**config.mk**
```make
export PLATFORM = sky130hd
export DESIGN_NAME = ille_ctrl
export DESIGN_NICKNAME = d
export VERILOG_FILES = /design/src/rtl/ille_pkg.sv /design/src/rtl/ille_ctrl.sv
export SDC_FILE = /design/constraint.sdc
export NUM_CORES = 1
export LEC_CHECK = 0
export ABC_AREA = 1
export BUFFER_PORTS_ARGS = -buffer_cell sky130_fd_sc_hd__buf_2
export CORE_MARGIN = 3
export CORE_UTILIZATION = 45
export CTS_BUF_LIST = sky130_fd_sc_hd__clkbuf_16
export CTS_CLUSTER_DIAMETER = 150
export DETAILED_ROUTE_END_ITERATION = 6
export HOLD_SLACK_MARGIN = 0.05
export PLACE_DENSITY = 0.75
export SYNTH_ARGS = -nofsm -noshare
export SYNTH_HDL_FRONTEND = slang
export SYNTH_SLANG_ARGS = --single-unit
```
**constraint.sdc**
```tcl
create_clock -name clk -period 1.55 [get_ports clk]
set_input_delay 0.155 -clock clk [delete_from_list [all_inputs] [get_ports clk]]
set_output_delay 0.155 -clock clk [all_outputs]
set_load 0.02 [all_outputs]
```
**src/rtl/ille_pkg.sv**
```systemverilog
`timescale 1ns / 1ps
// ----------------------------------------------------------------------------
// ille_pkg
// Shared sizes, codes, types and helpers of the linked list engine.
// ----------------------------------------------------------------------------
package ille_pkg;

  localparam int DEPTH      = 1024;
  localparam int VALUE_BITS = 56;
  localparam int SLOT_BITS  = 11;
  localparam int CMD_BITS   = 2;
  localparam int STAT_BITS  = 2;
  localparam int ADDR_BITS  = $clog2(DEPTH);
  localparam int COUNT_BITS = $clog2(DEPTH + 1);
  localparam int CMP_BITS   = SLOT_BITS + COUNT_BITS;

  typedef logic signed [SLOT_BITS-1:0] slot_t;
  typedef logic [COUNT_BITS-1:0]       count_t;
  typedef logic [ADDR_BITS-1:0]        addr_t;
  typedef logic [VALUE_BITS-1:0]       value_t;
  typedef logic [CMD_BITS-1:0]         cmd_t;
  typedef logic [STAT_BITS-1:0]        stat_t;

  localparam slot_t SLOT_NONE = '1;

  localparam cmd_t CMD_LOAD   = 2'd0;
  localparam cmd_t CMD_INSERT = 2'd1;
  localparam cmd_t CMD_REMOVE = 2'd2;
  localparam cmd_t CMD_WALK   = 2'd3;

  localparam stat_t ST_OK     = 2'd0;
  localparam stat_t ST_FULL   = 2'd1;
  localparam stat_t ST_EMPTY  = 2'd2;
  localparam stat_t ST_BADPOS = 2'd3;

  typedef logic [3:0] uop_t;
  localparam uop_t UOP_NONE         = 4'd0;
  localparam uop_t UOP_LOAD         = 4'd1;
  localparam uop_t UOP_INS_HEAD     = 4'd2;
  localparam uop_t UOP_INS_READ     = 4'd3;
  localparam uop_t UOP_INS_LINK_NEW = 4'd4;
  localparam uop_t UOP_INS_LINK_POS = 4'd5;
  localparam uop_t UOP_REM_READ_POS = 4'd6;
  localparam uop_t UOP_REM_READ_HD  = 4'd7;
  localparam uop_t UOP_REM_READ_NXT = 4'd8;
  localparam uop_t UOP_REM_UNLINK   = 4'd9;
  localparam uop_t UOP_WALK_READ    = 4'd10;
  localparam uop_t UOP_WALK_ADVANCE = 4'd11;

  typedef logic [1:0] res_t;
  localparam res_t RES_NEW    = 2'd0;
  localparam res_t RES_FAIL   = 2'd1;
  localparam res_t RES_END    = 2'd2;
  localparam res_t RES_TARGET = 2'd3;

  typedef struct packed {
    logic  capture;
    uop_t  uop;
    logic  emit;
    res_t  res;
    stat_t res_status;
  } dp_cmd_t;

  typedef struct packed {
    cmd_t cmd;
    logic pos_head;
    logic full;
    logic pos_valid;
    logic head_valid;
    logic walk_valid;
    logic link_valid;
    logic out_free;
  } dp_status_t;

  function automatic logic valid_slot(input slot_t s, input count_t c);
    logic [CMP_BITS-1:0] sw;
    logic [CMP_BITS-1:0] cw;
    sw = CMP_BITS'($unsigned(s));
    cw = CMP_BITS'(c);
    return !s[SLOT_BITS-1] && (sw < cw);
  endfunction

endpackage

```
**src/rtl/ille_ctrl.sv**
```systemverilog
`timescale 1ns / 1ps
// ----------------------------------------------------------------------------
// ille_ctrl
// Sequencer of the linked list engine: decodes a captured item and steps
// the datapath through its node store reads and writes.
// ----------------------------------------------------------------------------
module ille_ctrl (
  input  logic                  clk,
  input  logic                  rst,
  input  logic                  item_valid,
  output logic                  item_ready,
  input  ille_pkg::dp_status_t  stat,
  output ille_pkg::dp_cmd_t     ctl
);

  localparam logic [2:0] S_IDLE     = 3'd0;
  localparam logic [2:0] S_DECODE   = 3'd1;
  localparam logic [2:0] S_INS_LINK = 3'd2;
  localparam logic [2:0] S_INS_POS  = 3'd3;
  localparam logic [2:0] S_REM_NEXT = 3'd4;
  localparam logic [2:0] S_REM_DONE = 3'd5;
  localparam logic [2:0] S_WALK     = 3'd6;

  logic [2:0] state;
  logic [2:0] state_next;

  assign item_ready = (state == S_IDLE);

  always_comb begin
    state_next     = state;
    ctl.capture    = 1'b0;
    ctl.uop        = ille_pkg::UOP_NONE;
    ctl.emit       = 1'b0;
    ctl.res        = ille_pkg::RES_NEW;
    ctl.res_status = ille_pkg::ST_OK;
    unique case (state)
      S_IDLE: begin
        if (item_valid) begin
          ctl.capture = 1'b1;
          state_next  = S_DECODE;
        end
      end
      S_DECODE: begin
        unique case (stat.cmd)
          ille_pkg::CMD_LOAD: begin
            if (stat.out_free) begin
              ctl.emit   = 1'b1;
              state_next = S_IDLE;
              if (stat.full) begin
                ctl.res        = ille_pkg::RES_FAIL;
                ctl.res_status = ille_pkg::ST_FULL;
              end else begin
                ctl.uop = ille_pkg::UOP_LOAD;
              end
            end
          end
          ille_pkg::CMD_INSERT: begin
            if (stat.full || (!stat.pos_head && !stat.pos_valid)) begin
              if (stat.out_free) begin
                ctl.emit       = 1'b1;
                ctl.res        = ille_pkg::RES_FAIL;
                ctl.res_status = stat.full ? ille_pkg::ST_FULL : ille_pkg::ST_BADPOS;
                state_next     = S_IDLE;
              end
            end else if (stat.pos_head) begin
              if (stat.out_free) begin
                ctl.uop    = ille_pkg::UOP_INS_HEAD;
                ctl.emit   = 1'b1;
                state_next = S_IDLE;
              end
            end else begin
              ctl.uop    = ille_pkg::UOP_INS_READ;
              state_next = S_INS_LINK;
            end
          end
          ille_pkg::CMD_REMOVE: begin
            if (stat.pos_head) begin
              if (stat.head_valid) begin
                ctl.uop    = ille_pkg::UOP_REM_READ_HD;
                state_next = S_REM_DONE;
              end else if (stat.out_free) begin
                ctl.emit       = 1'b1;
                ctl.res        = ille_pkg::RES_FAIL;
                ctl.res_status = ille_pkg::ST_EMPTY;
                state_next     = S_IDLE;
              end
            end else if (stat.pos_valid) begin
              ctl.uop    = ille_pkg::UOP_REM_READ_POS;
              state_next = S_REM_NEXT;
            end else if (stat.out_free) begin
              ctl.emit       = 1'b1;
              ctl.res        = ille_pkg::RES_FAIL;
              ctl.res_status = ille_pkg::ST_BADPOS;
              state_next     = S_IDLE;
            end
          end
          ille_pkg::CMD_WALK: begin
            if (stat.out_free) begin
              ctl.uop = ille_pkg::UOP_WALK_READ;
              if (stat.walk_valid) begin
                state_next = S_WALK;
              end else begin
                ctl.emit   = 1'b1;
                ctl.res    = ille_pkg::RES_END;
                state_next = S_IDLE;
              end
            end
          end
        endcase
      end
      S_INS_LINK: begin
        ctl.uop    = ille_pkg::UOP_INS_LINK_NEW;
        state_next = S_INS_POS;
      end
      S_INS_POS: begin
        if (stat.out_free) begin
          ctl.uop    = ille_pkg::UOP_INS_LINK_POS;
          ctl.emit   = 1'b1;
          state_next = S_IDLE;
        end
      end
      S_REM_NEXT: begin
        if (stat.link_valid) begin
          ctl.uop    = ille_pkg::UOP_REM_READ_NXT;
          state_next = S_REM_DONE;
        end else if (stat.out_free) begin
          ctl.emit       = 1'b1;
          ctl.res        = ille_pkg::RES_FAIL;
          ctl.res_status = ille_pkg::ST_EMPTY;
          state_next     = S_IDLE;
        end
      end
      S_REM_DONE: begin
        if (stat.out_free) begin
          ctl.uop    = ille_pkg::UOP_REM_UNLINK;
          ctl.emit   = 1'b1;
          ctl.res    = ille_pkg::RES_TARGET;
          state_next = S_IDLE;
        end
      end
      S_WALK: begin
        if (stat.out_free) begin
          ctl.uop    = ille_pkg::UOP_WALK_ADVANCE;
          ctl.emit   = 1'b1;
          ctl.res    = ille_pkg::RES_TARGET;
          state_next = S_IDLE;
        end
      end
      default: begin
        state_next = S_IDLE;
      end
    endcase
  end

  always_ff @(posedge clk) begin
    if (rst) begin
      state <= S_IDLE;
    end else begin
      state <= state_next;
    end
  end

  a_capture_decode: assert property (@(posedge clk) disable iff (rst)
    ctl.capture |=> state == S_DECODE)
    else $error("captured item not decoded next");

  a_emit_returns: assert property (@(posedge clk) disable iff (rst)
    ctl.emit |=> state == S_IDLE)
    else $error("sequencer kept running after its result");

  a_capture_idle: assert property (@(posedge clk) disable iff (rst)
    ctl.capture |-> !ctl.emit && ctl.uop == ille_pkg::UOP_NONE)
    else $error("datapath work issued during capture");

endmodule
```
# Word-level counts from Yosys, hierarchy flattened

Index checks and enable logic that the tools add are counted.

Bits in registers: 3
Logic and storage cells: 65

Reduce and logical (&&, ||, !) cells: 8
Multiplexer cells: 45
Eq/ne operators: 11

Operators by type and width:

| operator           | count |
|---|---|
| $mux 3             | 15 |
| $mux 5             | 6 |
| $pmux 7 s4         | 1 |
| $pmux 4 s6         | 1 |
| $mux 7             | 3 |
| $mux 4             | 5 |
| $mux 9             | 2 |
| $pmux 3 s5         | 1 |
| $pmux 3 s4         | 1 |
| $eq 3x3->1 const B | 3 |
| $pmux 2 s4         | 1 |
| $eq 3x2->1 const B | 2 |
| $pmux 2 s3         | 1 |
| $mux 1             | 5 |
| $pmux 1 s5         | 1 |
| $eq 2x2->1 const B | 2 |
| $pmux 2 s2         | 1 |
| $eq 3x1->1 const B | 1 |
| $logic_not 3->1    | 1 |
| $ne 3x3->1 const B | 1 |
| $reduce_or 3->1    | 1 |
| $eq 2x1->1 const B | 1 |
| $logic_not 1->1    | 2 |
| $logic_not 2->1    | 1 |
| 5 further kinds    | 5 |

# Longest topological paths before layout

Depth in word-level cells: 6
Mapped depth: 11

# Least setup slack after synthesis

No wires, ideal clock.

Path type: reg2out
Start: register state[2]
End: output ctl[5] (netlist name)
Path slack: 0.261 ns
Cell stages (with the launch flop): 7
Buffers on the path: 1
Data required time: 1.395 ns
Arrival time: 1.134 ns
Path through: dfxtp_1 > inv_2 > nand3_2 > inv_2 > buf_6 > a31oi_1 > o22ai_1

RTL lines:

| element                | RTL line         | text |
|---|---|---|
| from (decl)            | ille_ctrl.sv:24  | `logic [2:0] state;` |
| from (signal assigned) | ille_ctrl.sv:159 | `state <= state_next;` |
| to (decl)              | ille_ctrl.sv:13  | `output ille_pkg::dp_cmd_t ctl` |

==> flow_summary.ini <==
[clock_tree]
clock-sinks = 3
cts_buffer_depth = 2
cts_tree = built
clkLatencyLatePin_ns = 0.23
numCtsBuffers = 3
hold_buffers = 0
clk_pin_slew_ns = 0.03
htreeDepth = 1
root_buffer = clkbuf_16

[detailed_routing]
antenna_left = 0
drt_iter0_drc = 35
routed-wl-met2_um = 1000
num_vias = 865
firstDrtPassIters = 4
drc_errors = 0
top_layer = met4
routedWlPerCell_um = 13.5
route.met3.wl_um = 171
wl_met1_um = 779
wl_um = 2020
vias_per_cell = 5.81

[grt]
grt_pass1_vias = 803
grt_use_total_pct = 22.8
grt_pass1_wl_um = 3150
grt_antenna_before_repair = 0
global_route.overflow_total = 0
grt_max_degree = 12

[critical_path]
arrival_ns = 1.34
reg2reg_from = state[2]$_SDFFE_PP0P_
reg2reg_to = state[0]$_SDFFE_PP0P_
crit_type = flip-flop to output pin
cp_num_cells = 7
path_common_cell = nand2_4
r2r_slack_ns = 0.30
slowest_delay_ns = 0.36
crit_path_end_kind = output pin
start_kind = flip-flop
crit_start = state[1]$_SDFFE_PP0P_
cp_slowest_cell = dfxtp_4
crit_family = flip-flops
path_max_fanout = 6
critPathCapture = ctl[5]
crit_buf_inv = 2
rr_worst_depth = 6
crit_chain = inv_4 -> nand2_4 -> nand3_2 -> nand2_4 -> a31oi_4 -> o22ai_2 -> buf_4
crit_required_ns = 1.39

[floorplanning]
num_io_pins = 23
fp.dieArea_sq_mm = 0.00177
die_y_um = 42.1
die_x_um = 42.1
num_rows = 12
core-area_sq_mm = 0.00116
start_util_pct = 50.6

[synthesis]
synthMuxAreaShare_pct = 0
yosysWarnings = 0
synth_xor_area_share_pct = 0
netlist_area_sq_um = 586
ys_ff_latch = 3
yosysUniqueCellTypes = 21
synth_fa_ha_area_share_pct = 0
synthSimpleGateAreaFrac_pct = 49.4
syn_area_per_cell_sq_um = 5.28
synth_nets = 123
synth_seq_area_share_pct = 10.3
synth_top_family_by_area = simple AND/OR/NAND/NOR gates
synthCells = 111
synth_compound_area_share_pct = 22.4

[cells_and_area]
drive_above_1_share_pct = 34.1
largestRegisters = state (3)
final_net_count = 148
antenna_cells = 0
area_delta_synth_final_pct = 43.2
instances_no_fill = 149
largest_reg_flops = 3
stdcell_area_sq_um = 838
largest_register = state

[sta]
setup-tns-final_ns = 0
slew_viol_final = 0
clock.fmax_ghz = 0.670
setup_violations = 0
finalClockSkew_ns = 0.00341
maxSlewHeadroom_pct = 76.3
period_share_pct = 96.3
rsz0062_at_grt = yes
timing_worst_slew_pin_value_ns = 0.352
hold_violations = 0
period_needed_ns = 1.49
whs_ns = 0.0954

[min_path]
min_path_type = primary input to flip-flop
hold_depth = 2

[power]
p_int_mw = 0.481
switching_share_pct = 31.6
seq_power_share_pct = 13.1
p_comb_share_pct = 28.9
p_per_area_mw_per_mm2 = 838
peakVddDrop_v = 0.000706
p_sw_mw = 0.222
power.leakage_nw = 0.457
power.share.clock_pct = 58.0

[placement]
dp_cells = 145
gp_congestion = 0.928
dpl_cell_area_sq_um = 691
io_buffers = 22
dp_hpwl_um = 1360

[outcome]
run_status = finished clean

[flow_run]
max_cap_viol_count = 0
worst register-to-register path, cell delays in order, from the launching register on:
cell and delay [ns]:
dfxtp_4 0.35, inv_2 0.13, nand3_4 0.12, nor3_1 0.31, a21oi_2 0.08, nand2_1 0.09, a21oi_2 0.05
worst min-delay path by stage:
stage,startpoint,end,slack [ns]
2_1_floorplan,rst,state[0]$_SDFFE_PP0P_,0.22
3_3_place_gp,rst,state[0]$_SDFFE_PP0P_,0.33
3_5_place_dp,rst,state[0]$_SDFFE_PP0P_,0.33
4_1_cts,rst,state[0]$_SDFFE_PP0P_,0.09
5_1_grt,rst,state[0]$_SDFFE_PP0P_,0.09
6_report,rst,state[0]$_SDFFE_PP0P_,0.1
synth_stat cells:
| cell type | instances | area share, % |
|---|---|---|
| o31ai_1 | 1 | 1.3 |
| nand4_1 | 4 | 4.3 |
| nand2_1 | 27 | 17 |
| nor2_1 | 9 | 5.8 |
| buf_4 | 1 | 1.3 |
| a21oi_2 | 3 | 4.5 |
| nand3_1 | 11 | 9.4 |
| nand2_2 | 3 | 3.2 |
| dfxtp_1 | 3 | 10 |
| inv_1 | 14 | 9.0 |
| nand3b_1 | 1 | 1.3 |
| nor3_1 | 3 | 2.6 |
| nor4_1 | 2 | 2.1 |
| a21oi_1 | 6 | 5.1 |
| buf_6 | 2 | 3.8 |
| o21ai_1 | 2 | 1.7 |
| o21ai_0 | 9 | 7.7 |
| o22ai_1 | 1 | 1.1 |
| a31oi_1 | 1 | 1.1 |
| inv_2 | 6 | 3.8 |
| nand3_2 | 2 | 3.4 |
cells by family after synthesis:
family / Yosys count
buffers and inverters: 23
AOI/OAI and AO/OA: 23
DFF: 3
and+or+nand+nor: 62
power groups by stage:
stage / clock network [mW] / logic, mW / registers [mW]
3_5_place_dp: 0 / 0.179 / 0.0918
5_1_grt: 0.424 / 0.220 / 0.0921
3_3_place_gp: 0 / 0.177 / 0.0914
2_1_floorplan: 0 / 0.132 / 0.0894
4_1_cts: 0.410 / 0.185 / 0.0921
6_report: 0.408 / 0.203 / 0.0919
stage by stage:
stage / power [mW] / worst slack, ns / util (%)
global placement: 0.269 / 0.182 / 59.7
CTS: 0.687 / 0.0178 / 67.6
floorplan: 0.222 / 0.261 / -
finish: 0.702 / 0.0574 / 72.5
detailed placement: 0.271 / 0.182 / 59.7
global route: 0.736 / -0.0280 / 72.5
metal layers:
metal	vias to the layer above	global-route usage, %
met2	55	38.3
li1	419	-
met4	0	16.8
met5	-	0
met1	381	23.7
met3	10	6.87
final cells by class:
cell class / count / area [sq um]
Tap cell: 14 / 17.5
Clock buffer: 3 / 75.1
Multi-Input combinational cell: 85 / 465
Clock inverter: 1 / 3.75
Sequential cell: 3 / 71.3
Timing Repair Buffer: 23 / 120
Inverter: 20 / 85.1
Fill cell: 100 / 318
what timing repair did:
item	CTS	global route
endpoints found under the setup margin	5	4
gates resized for setup	5	12
buffers inserted	0	0
pin swaps	0	1
hold endpoints to repair	0	0
placed cells by master, fill, tap and decap left out, types with 2 or more instances in the layout:
cell type	instances
nand2_1	27
buf_2	21
inv_1	15
nand3_1	11
o21ai_0	9
nor2_1	9
a21oi_1	6
nand4_1	4
inv_2	3
nor3_1	3
a21oi_2	3
clkbuf_16	3
dfxtp_4	3
inv_4	2
o21ai_1	2
nand2_4	2
buf_4	2
No activity file was read; power rests on OpenSTA's default activity.
